$ cat src/hdl/msld_pkg.sv
package msld_pkg;

  localparam int unsigned NBITS = 16;

  typedef enum logic [2:0] {
    ST_IDLE  = 3'b001,
    ST_BUILD = 3'b010,
    ST_SHIFT = 3'b100
  } msld_state_t;

  typedef enum logic [2:0] {
    OP_TICK     = 3'd0,
    OP_FEEDBACK = 3'd1,
    OP_SET_MODE = 3'd2,
    OP_SET_SYS  = 3'd3,
    OP_REFRESH  = 3'd4,
    OP_SINGLE   = 3'd5
  } msld_op_t;

  localparam logic [2:0] MODE_CURRENT  = 3'd0;
  localparam logic [2:0] MODE_SPEED    = 3'd1;
  localparam logic [2:0] MODE_POSITION = 3'd2;
  localparam logic [2:0] MODE_DISABLED = 3'd3;

  localparam logic [1:0] SYS_EMERGENCY = 2'd0;
  localparam logic [1:0] SYS_DRIVE     = 2'd1;
  localparam logic [1:0] SYS_READY     = 2'd2;

  localparam logic [1:0] ACT_CLEAR  = 2'd0;
  localparam logic [1:0] ACT_SET    = 2'd1;
  localparam logic [1:0] ACT_TOGGLE = 2'd2;

  localparam logic [10:0] PH2000_LAST = 11'd1999;
  localparam logic [9:0]  PH1000_LAST = 10'd999;
  localparam logic [7:0]  PH200_LAST  = 8'd199;
  localparam logic [10:0] PULSE_LEN   = 11'd100;
  localparam logic [9:0]  HALF_1000   = 10'd500;
  localparam logic [7:0]  HALF_200    = 8'd100;

  localparam logic [15:0] TIMEOUT_RST = 16'd200;
  localparam logic [7:0]  LED_MAX     = 8'd16;

endpackage

$ cat src/hdl/motor_status_led_shift_driver.sv
// motor status led shift driver
// in_*  : command beats (tick, feedback, mode, system state, refresh, single led).
//         in_tready is high only while the block is idle; ops other than
//         refresh and single led complete in the cycle they are accepted.
// out_* : one beat per shift register clock pulse. a run is 16 shift beats
//         carrying the pattern msb first, then one latch beat with tlast set.
// cfg_* : feedback timeout in ms, written whenever cfg_wr_en is high.
// flow: a refresh first scans the motors, one per cycle (min(NUM_MOTORS,16) motors,
//   one 32-bit age subtract and compare each), then shifts the pattern out
//   through a 16-bit shift register one bit per beat; a single led command
//   goes straight to the shift.
// the next command is taken once the latch beat sits in the output register.
// a stalled receiver holds the current beat and freezes the shift.
// reset (synchronous, rst_n low): time, stamps, modes and pattern clear,
//   system state goes to ready, timeout to 200 ms, green led off.
module motor_status_led_shift_driver
  import msld_pkg::*;
#(
  parameter int unsigned NUM_MOTORS = 16
) (
  input  logic        clk,
  input  logic        rst_n,
  input  logic        in_tvalid,
  output logic        in_tready,
  // op[2:0] motor_index[6:3] motor_mode[9:7] system_state[11:10]
  // led_number[19:12] led_action[21:20], zero fill above
  input  logic [23:0] in_tdata,
  output logic        out_tvalid,
  input  logic        out_tready,
  // serial_bit[0] status_lamp[1], zero fill above
  output logic [7:0]  out_tdata,
  // beat_kind
  output logic        out_tuser,
  output logic        out_tlast,
  input  logic        cfg_wr_en,
  input  logic [15:0] cfg_wr_data
);

  localparam int unsigned NLIT  = (NUM_MOTORS < NBITS) ? NUM_MOTORS : NBITS;
  localparam int unsigned IDX_W = (NUM_MOTORS > 1) ? $clog2(NUM_MOTORS) : 1;
  localparam int unsigned LIT_W = (NLIT > 1) ? $clog2(NLIT) : 1;

  logic [2:0] in_op;
  logic [3:0] in_motor_index;
  logic [2:0] in_motor_mode;
  logic [1:0] in_system_state;
  logic [7:0] in_led_number;
  logic [1:0] in_led_action;

  assign in_op           = in_tdata[2:0];
  assign in_motor_index  = in_tdata[6:3];
  assign in_motor_mode   = in_tdata[9:7];
  assign in_system_state = in_tdata[11:10];
  assign in_led_number   = in_tdata[19:12];
  assign in_led_action   = in_tdata[21:20];

  msld_state_t state_r, state_nxt;

  logic [15:0] timeout_r;
  logic [31:0] time_r;
  logic [10:0] ph2000_r;
  logic [9:0]  ph1000_r;
  logic [7:0]  ph200_r;
  logic [31:0] stamp_r [NUM_MOTORS];
  logic [NUM_MOTORS-1:0] stamp_vld_r;
  logic [2:0]  mode_r [NUM_MOTORS];
  logic [1:0]  sys_r;
  logic [15:0] shown_r;
  logic        green_r;
  logic        green_new_r;
  logic [15:0] sh_r;
  logic [LIT_W-1:0] scan_r;
  logic [4:0]  cnt_r;
  logic        out_valid_r;
  logic        out_bit_r;
  logic        out_green_r;
  logic        out_kind_r;
  logic        out_last_r;

  logic               in_fire;
  logic               idx_ok;
  logic [IDX_W+3:0]   idx_ext;
  logic [IDX_W-1:0]   wr_idx;
  logic [IDX_W+LIT_W-1:0] scan_ext;
  logic [IDX_W-1:0]   rd_idx;
  logic [3:0]         pat_pos;
  logic [31:0]        stamp_rd;
  logic [31:0]        age;
  logic               alive;
  logic               lit;
  logic               green_calc;
  logic [3:0]         led_pos;
  logic [15:0]        led_mask;
  logic [15:0]        single_pat;
  logic               led_ok;
  logic               slot_free;

  assign in_tready  = (state_r == ST_IDLE);
  assign in_fire    = in_tvalid & in_tready;
  assign out_tvalid = out_valid_r;
  assign out_tdata  = {6'b0, out_green_r, out_bit_r};
  assign out_tuser  = out_kind_r;
  assign out_tlast  = out_last_r;
  assign slot_free  = ~out_valid_r | out_tready;

  assign idx_ok   = 32'(in_motor_index) < NUM_MOTORS;
  assign idx_ext  = {{IDX_W{1'b0}}, in_motor_index};
  assign wr_idx   = idx_ext[IDX_W-1:0];
  assign scan_ext = {{IDX_W{1'b0}}, scan_r};
  assign rd_idx   = scan_ext[IDX_W-1:0];
  assign pat_pos  = 4'(scan_r);

  assign stamp_rd = stamp_vld_r[rd_idx] ? stamp_r[rd_idx] : 32'd0;
  assign age      = time_r - stamp_rd;
  assign alive    = age <= {16'b0, timeout_r};

  always_comb begin
    case (mode_r[rd_idx])
      MODE_SPEED:    lit = 1'b1;
      MODE_POSITION: lit = ph1000_r < HALF_1000;
      MODE_CURRENT:  lit = ph200_r < HALF_200;
      MODE_DISABLED: lit = ph2000_r < PULSE_LEN;
      default:       lit = 1'b0;
    endcase
  end

  always_comb begin
    unique case (sys_r)
      SYS_EMERGENCY: green_calc = 1'b0;
      SYS_DRIVE:     green_calc = 1'b1;
      default:       green_calc = ph2000_r < PULSE_LEN;
    endcase
  end

  assign led_ok   = (in_led_number != 8'd0) && (in_led_number <= LED_MAX);
  assign led_pos  = 4'(in_led_number - 8'd1);
  assign led_mask = 16'd1 << led_pos;

  always_comb begin
    case (in_led_action)
      ACT_CLEAR:  single_pat = shown_r & ~led_mask;
      ACT_SET:    single_pat = shown_r | led_mask;
      ACT_TOGGLE: single_pat = shown_r ^ led_mask;
      default:    single_pat = shown_r;
    endcase
  end

  always_comb begin
    state_nxt = state_r;
    unique case (state_r)
      ST_IDLE: begin
        if (in_fire && in_op == OP_REFRESH) begin
          state_nxt = ST_BUILD;
        end else if (in_fire && in_op == OP_SINGLE && led_ok) begin
          state_nxt = ST_SHIFT;
        end
      end
      ST_BUILD: begin
        if (32'(scan_r) == NLIT - 1) begin
          state_nxt = ST_SHIFT;
        end
      end
      ST_SHIFT: begin
        if (slot_free && cnt_r == 5'(NBITS)) begin
          state_nxt = ST_IDLE;
        end
      end
      default: state_nxt = ST_IDLE;
    endcase
  end

  always_ff @(posedge clk) begin
    if (!rst_n) begin
      state_r     <= ST_IDLE;
      timeout_r   <= TIMEOUT_RST;
      time_r      <= 32'd0;
      ph2000_r    <= 11'd0;
      ph1000_r    <= 10'd0;
      ph200_r     <= 8'd0;
      stamp_vld_r <= '0;
      sys_r       <= SYS_READY;
      shown_r     <= 16'd0;
      green_r     <= 1'b0;
      out_valid_r <= 1'b0;
      for (int i = 0; i < NUM_MOTORS; i++) begin
        mode_r[i] <= MODE_CURRENT;
      end
    end else begin
      state_r <= state_nxt;
      if (cfg_wr_en) begin
        timeout_r <= cfg_wr_data;
      end
      if (state_r == ST_SHIFT && slot_free) begin
        out_valid_r <= 1'b1;
      end else if (out_valid_r && out_tready) begin
        out_valid_r <= 1'b0;
      end
      unique case (state_r)
        ST_IDLE: begin
          if (in_fire) begin
            case (in_op)
              OP_TICK: begin
                time_r <= time_r + 32'd1;
                if (time_r == '1) begin
                  ph2000_r <= 11'd0;
                  ph1000_r <= 10'd0;
                  ph200_r  <= 8'd0;
                end else begin
                  ph2000_r <= (ph2000_r == PH2000_LAST) ? 11'd0 : ph2000_r + 11'd1;
                  ph1000_r <= (ph1000_r == PH1000_LAST) ? 10'd0 : ph1000_r + 10'd1;
                  ph200_r  <= (ph200_r == PH200_LAST) ? 8'd0 : ph200_r + 8'd1;
                end
              end
              OP_FEEDBACK: begin
                if (idx_ok) begin
                  stamp_vld_r[wr_idx] <= 1'b1;
                end
              end
              OP_SET_MODE: begin
                if (idx_ok) begin
                  mode_r[wr_idx] <= in_motor_mode;
                end
              end
              OP_SET_SYS: sys_r <= in_system_state;
              OP_SINGLE: begin
                if (led_ok) begin
                  shown_r <= single_pat;
                end
              end
              default: ;
            endcase
          end
        end
        ST_BUILD: begin
          if (32'(scan_r) == NLIT - 1) begin
            shown_r <= sh_r | ({15'b0, alive & lit} << pat_pos);
          end
        end
        ST_SHIFT: begin
          if (slot_free) begin
            if (cnt_r == 5'(NBITS)) begin
              green_r <= green_new_r;
            end
          end
        end
        default: ;
      endcase
    end
  end

  always_ff @(posedge clk) begin
    if (in_fire && in_op == OP_FEEDBACK && idx_ok) begin
      stamp_r[wr_idx] <= time_r;
    end
    unique case (state_r)
      ST_IDLE: begin
        scan_r <= '0;
        cnt_r  <= 5'd0;
        if (in_fire && in_op == OP_REFRESH) begin
          sh_r        <= 16'd0;
          green_new_r <= green_calc;
        end else if (in_fire && in_op == OP_SINGLE) begin
          sh_r        <= single_pat;
          green_new_r <= green_r;
        end
      end
      ST_BUILD: begin
        sh_r   <= sh_r | ({15'b0, alive & lit} << pat_pos);
        scan_r <= scan_r + LIT_W'(1);
      end
      ST_SHIFT: begin
        if (slot_free) begin
          if (cnt_r == 5'(NBITS)) begin
            out_bit_r   <= 1'b0;
            out_green_r <= green_new_r;
            out_kind_r  <= 1'b1;
            out_last_r  <= 1'b1;
          end else begin
            out_bit_r   <= sh_r[15];
            out_green_r <= green_r;
            out_kind_r  <= 1'b0;
            out_last_r  <= 1'b0;
            sh_r        <= {sh_r[14:0], 1'b0};
            cnt_r       <= cnt_r + 5'd1;
          end
        end
      end
      default: ;
    endcase
  end

endmodule

$ cat config.mk
export PLATFORM = sky130hd
export DESIGN_NAME = motor_status_led_shift_driver
export DESIGN_NICKNAME = d
export VERILOG_FILES = /design/src/hdl/msld_pkg.sv /design/src/hdl/motor_status_led_shift_driver.sv
export SDC_FILE = /design/constraint.sdc
export NUM_CORES = 1
export LEC_CHECK = 0
export ABC_AREA = 1
export BUFFER_PORTS_ARGS = -buffer_cell sky130_fd_sc_hd__clkbuf_2
export CAP_MARGIN = 20
export CORE_UTILIZATION = 40
export CTS_BUF_LIST = sky130_fd_sc_hd__clkbuf_16
export DETAILED_ROUTE_END_ITERATION = 7
export SYNTH_ARGS = -nofsm -noshare
export SYNTH_HDL_FRONTEND = slang
export SYNTH_SLANG_ARGS = --single-unit
$ cat constraint.sdc
create_clock -name clk -period 7 [get_ports clk]
set_input_delay 1.4 -clock clk [delete_from_list [all_inputs] [get_ports clk]]
set_output_delay 1.4 -clock clk [all_outputs]
set_load 0.02 [all_outputs]
==> impl_metrics.json <==
{
  "rr_worst_depth": 33,
  "slew_headroom": 0.307,
  "clkLatencyLatePin_ps": 620,
  "remaining_drc_errors": 0,
  "worst_path_max_delay_cell": "edfxtp_1",
  "cts_root_buffer": "clkbuf_16",
  "endpoint_kind": "register",
  "cts_resized": 0,
  "final.period_utilization": 0.858,
  "power_density_mw_per_mm2": 335,
  "row_count": 105,
  "dieArea_mm2": 0.0843,
  "hold_depth": 2,
  "post_cts.repair.setup_buffers": 0,
  "ctsHoldBuffers": 0,
  "routed_wl_mm": 86.2,
  "io_buffers": 48,
  "reg2reg_setup_slack_ps": 990,
  "synthFlopType": "edfxtp_1",
  "clockBufferDepth": 3,
  "grt_pass1_wl_mm": 134,
  "ys_ff_latch": 709,
  "grt_use_met2": 0.344,
  "drive_gt1_frac": 0.0702,
  "via_per_inst": 5.32,
  "met1_usage": 0.274,
  "yosysWarningCount": 0,
  "rr_endpoint": "sh_r[0]$_DFFE_PP_",
  "skew_ps": 32.8,
  "gr-total-overflow": 0,
  "htree_num_levels": 3,
  "synth_edf_count": 589,
  "holdPathEnd": "stamp_vld_r[0]$_SDFFE_PN0P_",
  "met3_usage": 0.0294,
  "startpoint": "pat_pos[1]$_DFFE_PN_",
  "totalNegativeSetupSlack_ps": 0,
  "place.gp.congestion": 0.937,
  "final_area_mm2": 0.0369,
  "synth_cell_types": 52,
  "synth_area_mm2": 0.0333,
  "ir_drop_uv": 226,
  "max_freq_mhz": 167,
  "coreArea_mm2": 0.0822,
  "boundaryPins": 57,
  "drv_cap": 0,
  "first_iter_violations": 1829,
  "dpl_cell_area_mm2": 0.0346,
  "track_usage": 0.203,
  "grt_pass1_vias": 23200,
  "worst_pin_slew_ps": 1040,
  "cts.clk_slew.worst_paths_ps": 60,
  "critPathMaxFanout": 17,
  "holdCritPathClass": "register to register",
  "cts_buffers": 75,
  "dp_hpwl_mm": 49.7,
  "antenna_found_initial": 0,
  "fin_crit_ps": 6010,
  "path_class": "register to register",
  "postRouteAntennaNets": 0,
  "cts_sinks": 709,
  "antenna_cells": 0,
  "dieHeight_um": 290,
  "worstPathArrival_ps": 6460,
  "synthArstFlopShare": 0,
  "hold_violations": 0,
  "slew_viol_final": 0,
  "grt_start_max_net_pins": 143,
  "leakage_nw": 14.4,
  "drt_first_pass_iters": 5,
  "num_vias": 24200,
  "fin_nets": 3563,
  "avgSynthCellArea_um2": 9.72,
  "syn_inst": 3423,
  "required_ps": 7460,
  "rsz0062_at_grt": "false",
  "crit_top_cell": "nand2_1",
  "holdWs_ps": 465,
  "outcome": "finished clean",
  "die_w_um": 290,
  "areaGrowthSynthToFinish_pct": 10.8,
  "max_stage_delay_ps": 490,
  "ys_seq_area_frac": 0.604,
  "cp-start-kind": "register",
  "hold_start": "stamp_vld_r[0]$_SDFFE_PN0P_",
  "r2r-start": "pat_pos[1]$_DFFE_PN_",
  "avgRoutedWirePerCell_um": 18.9,
  "setup_viol": 0,
  "cts_tree": "yes",
  "grt-busiest-layer": "met2",
  "start_util": 0.405
}
[flip-flops by register name, indices dropped and copies added, names as in the netlist, 2 cells and up, named ones only]
register,flops
mode_r,48
sys_r,2
cnt_r,5
pat_pos,4
stamp_vld_r,16
sh_r,16
ph200_r,8
ph2000_r,11
stamp_r,512
time_r,32
shown_r,16
ph1000_r,10
timeout_r,16
state_r,3
[through the flow]
| stage | cells | worst slack, ps | utilization | power (mW) |
|---|---|---|---|---|
| global placement | 4419 | 1070 | 0.420 | 8.66 |
| floorplan | 3428 | 2370 | - | 7.63 |
| global route | 4560 | 469 | 0.448 | 13.1 |
| finish | 4560 | 995 | 0.448 | 12.4 |
| detailed placement | 4420 | 1050 | 0.420 | 8.69 |
| CTS | 4559 | 1050 | 0.448 | 12.4 |
[cell families after synthesis]
logic type / Yosys count / share of synthesized area
simple gates: 1379 / 0.171
compound gates: 726 / 0.126
flops: 709 / 0.604
buf+inv: 493 / 0.0578
fa+ha+maj: 90 / 0.0341
xor+xnor: 25 / 0.00658
other cells: 1 / 0.000113
[critical path: cells and delay by family (launching register included)]
kind	cells	cell delay, ps
simple gates	24	3680
fa+ha+maj	3	900
flops	1	490
compound gates	3	340
xor+xnor	1	240
buf+inv	2	160
[worst max path at each step]
stage	end	slack [ps]	cells after the start
after CTS	sh_r[0]$_DFFE_PP_	1050	31
final	sh_r[0]$_DFFE_PP_	990	33
after floorplan	sh_r[0]$_DFFE_PP_	2370	36
after global routing	sh_r[0]$_DFFE_PP_	470	31
after detailed placement	sh_r[0]$_DFFE_PP_	1050	31
after global placement	sh_r[0]$_DFFE_PP_	1070	31
[report_power, final]
part	total, mW	leakage, nW	switching, mW	internal (mW)
Clock	3.72	1.20	1.65	2.07
Combinational	3.79	6.25	2.59	1.19
Sequential	4.84	6.94	0.150	4.69
[layout by cell type, fill, tap and decap left out, drive strengths merged, types with 23 or more instances in the layout]
master / netlist / routed
edfxtp: 589 / 589
nand4: 44 / 44
clkinv: 2 / 36
o21a: 23 / 23
nand3: 126 / 126
inv: 319 / 344
nor3: 33 / 33
o221ai: 55 / 55
ha: 89 / 89
buf: 36 / 47
clkbuf: 136 / 125
dfxtp: 120 / 120
o22ai: 64 / 64
o21ai: 395 / 395
nand2: 620 / 620
a21oi: 113 / 113
nor2: 520 / 520
[cells in the mapped netlist, types with 29 or more instances]
master,n,share of area
nand2_1,615,0.069
edfxtp_1,589,0.53
nor2_1,512,0.058
o21ai_0,395,0.059
inv_1,315,0.036
clkbuf_1,136,0.015
nand3_1,125,0.019
dfxtp_1,120,0.072
a21oi_1,113,0.017
ha_1,89,0.033
o22ai_1,64,0.012
o221ai_1,55,0.014
nand4_1,43,0.0081
nor3_1,29,0.0044
[layer usage]
layer | vias up | share of wire
met4 | 0 | 0.019
met2 | 611 | 0.48
met3 | 121 | 0.050
met5 | - | 0
li1 | 11900 | -
met1 | 11700 | 0.45
[cell type report]
cell class	instances	area, um^2
repair buffers	95	649
inverters	321	1210
multi-input cells	2226	11300
fillers	7790	45400
clock buffers	77	1930
clock inverters	62	357
well taps	1070	1340
flip-flops and latches	709	20100
Note: power is estimated with default switching activity, not from simulation.
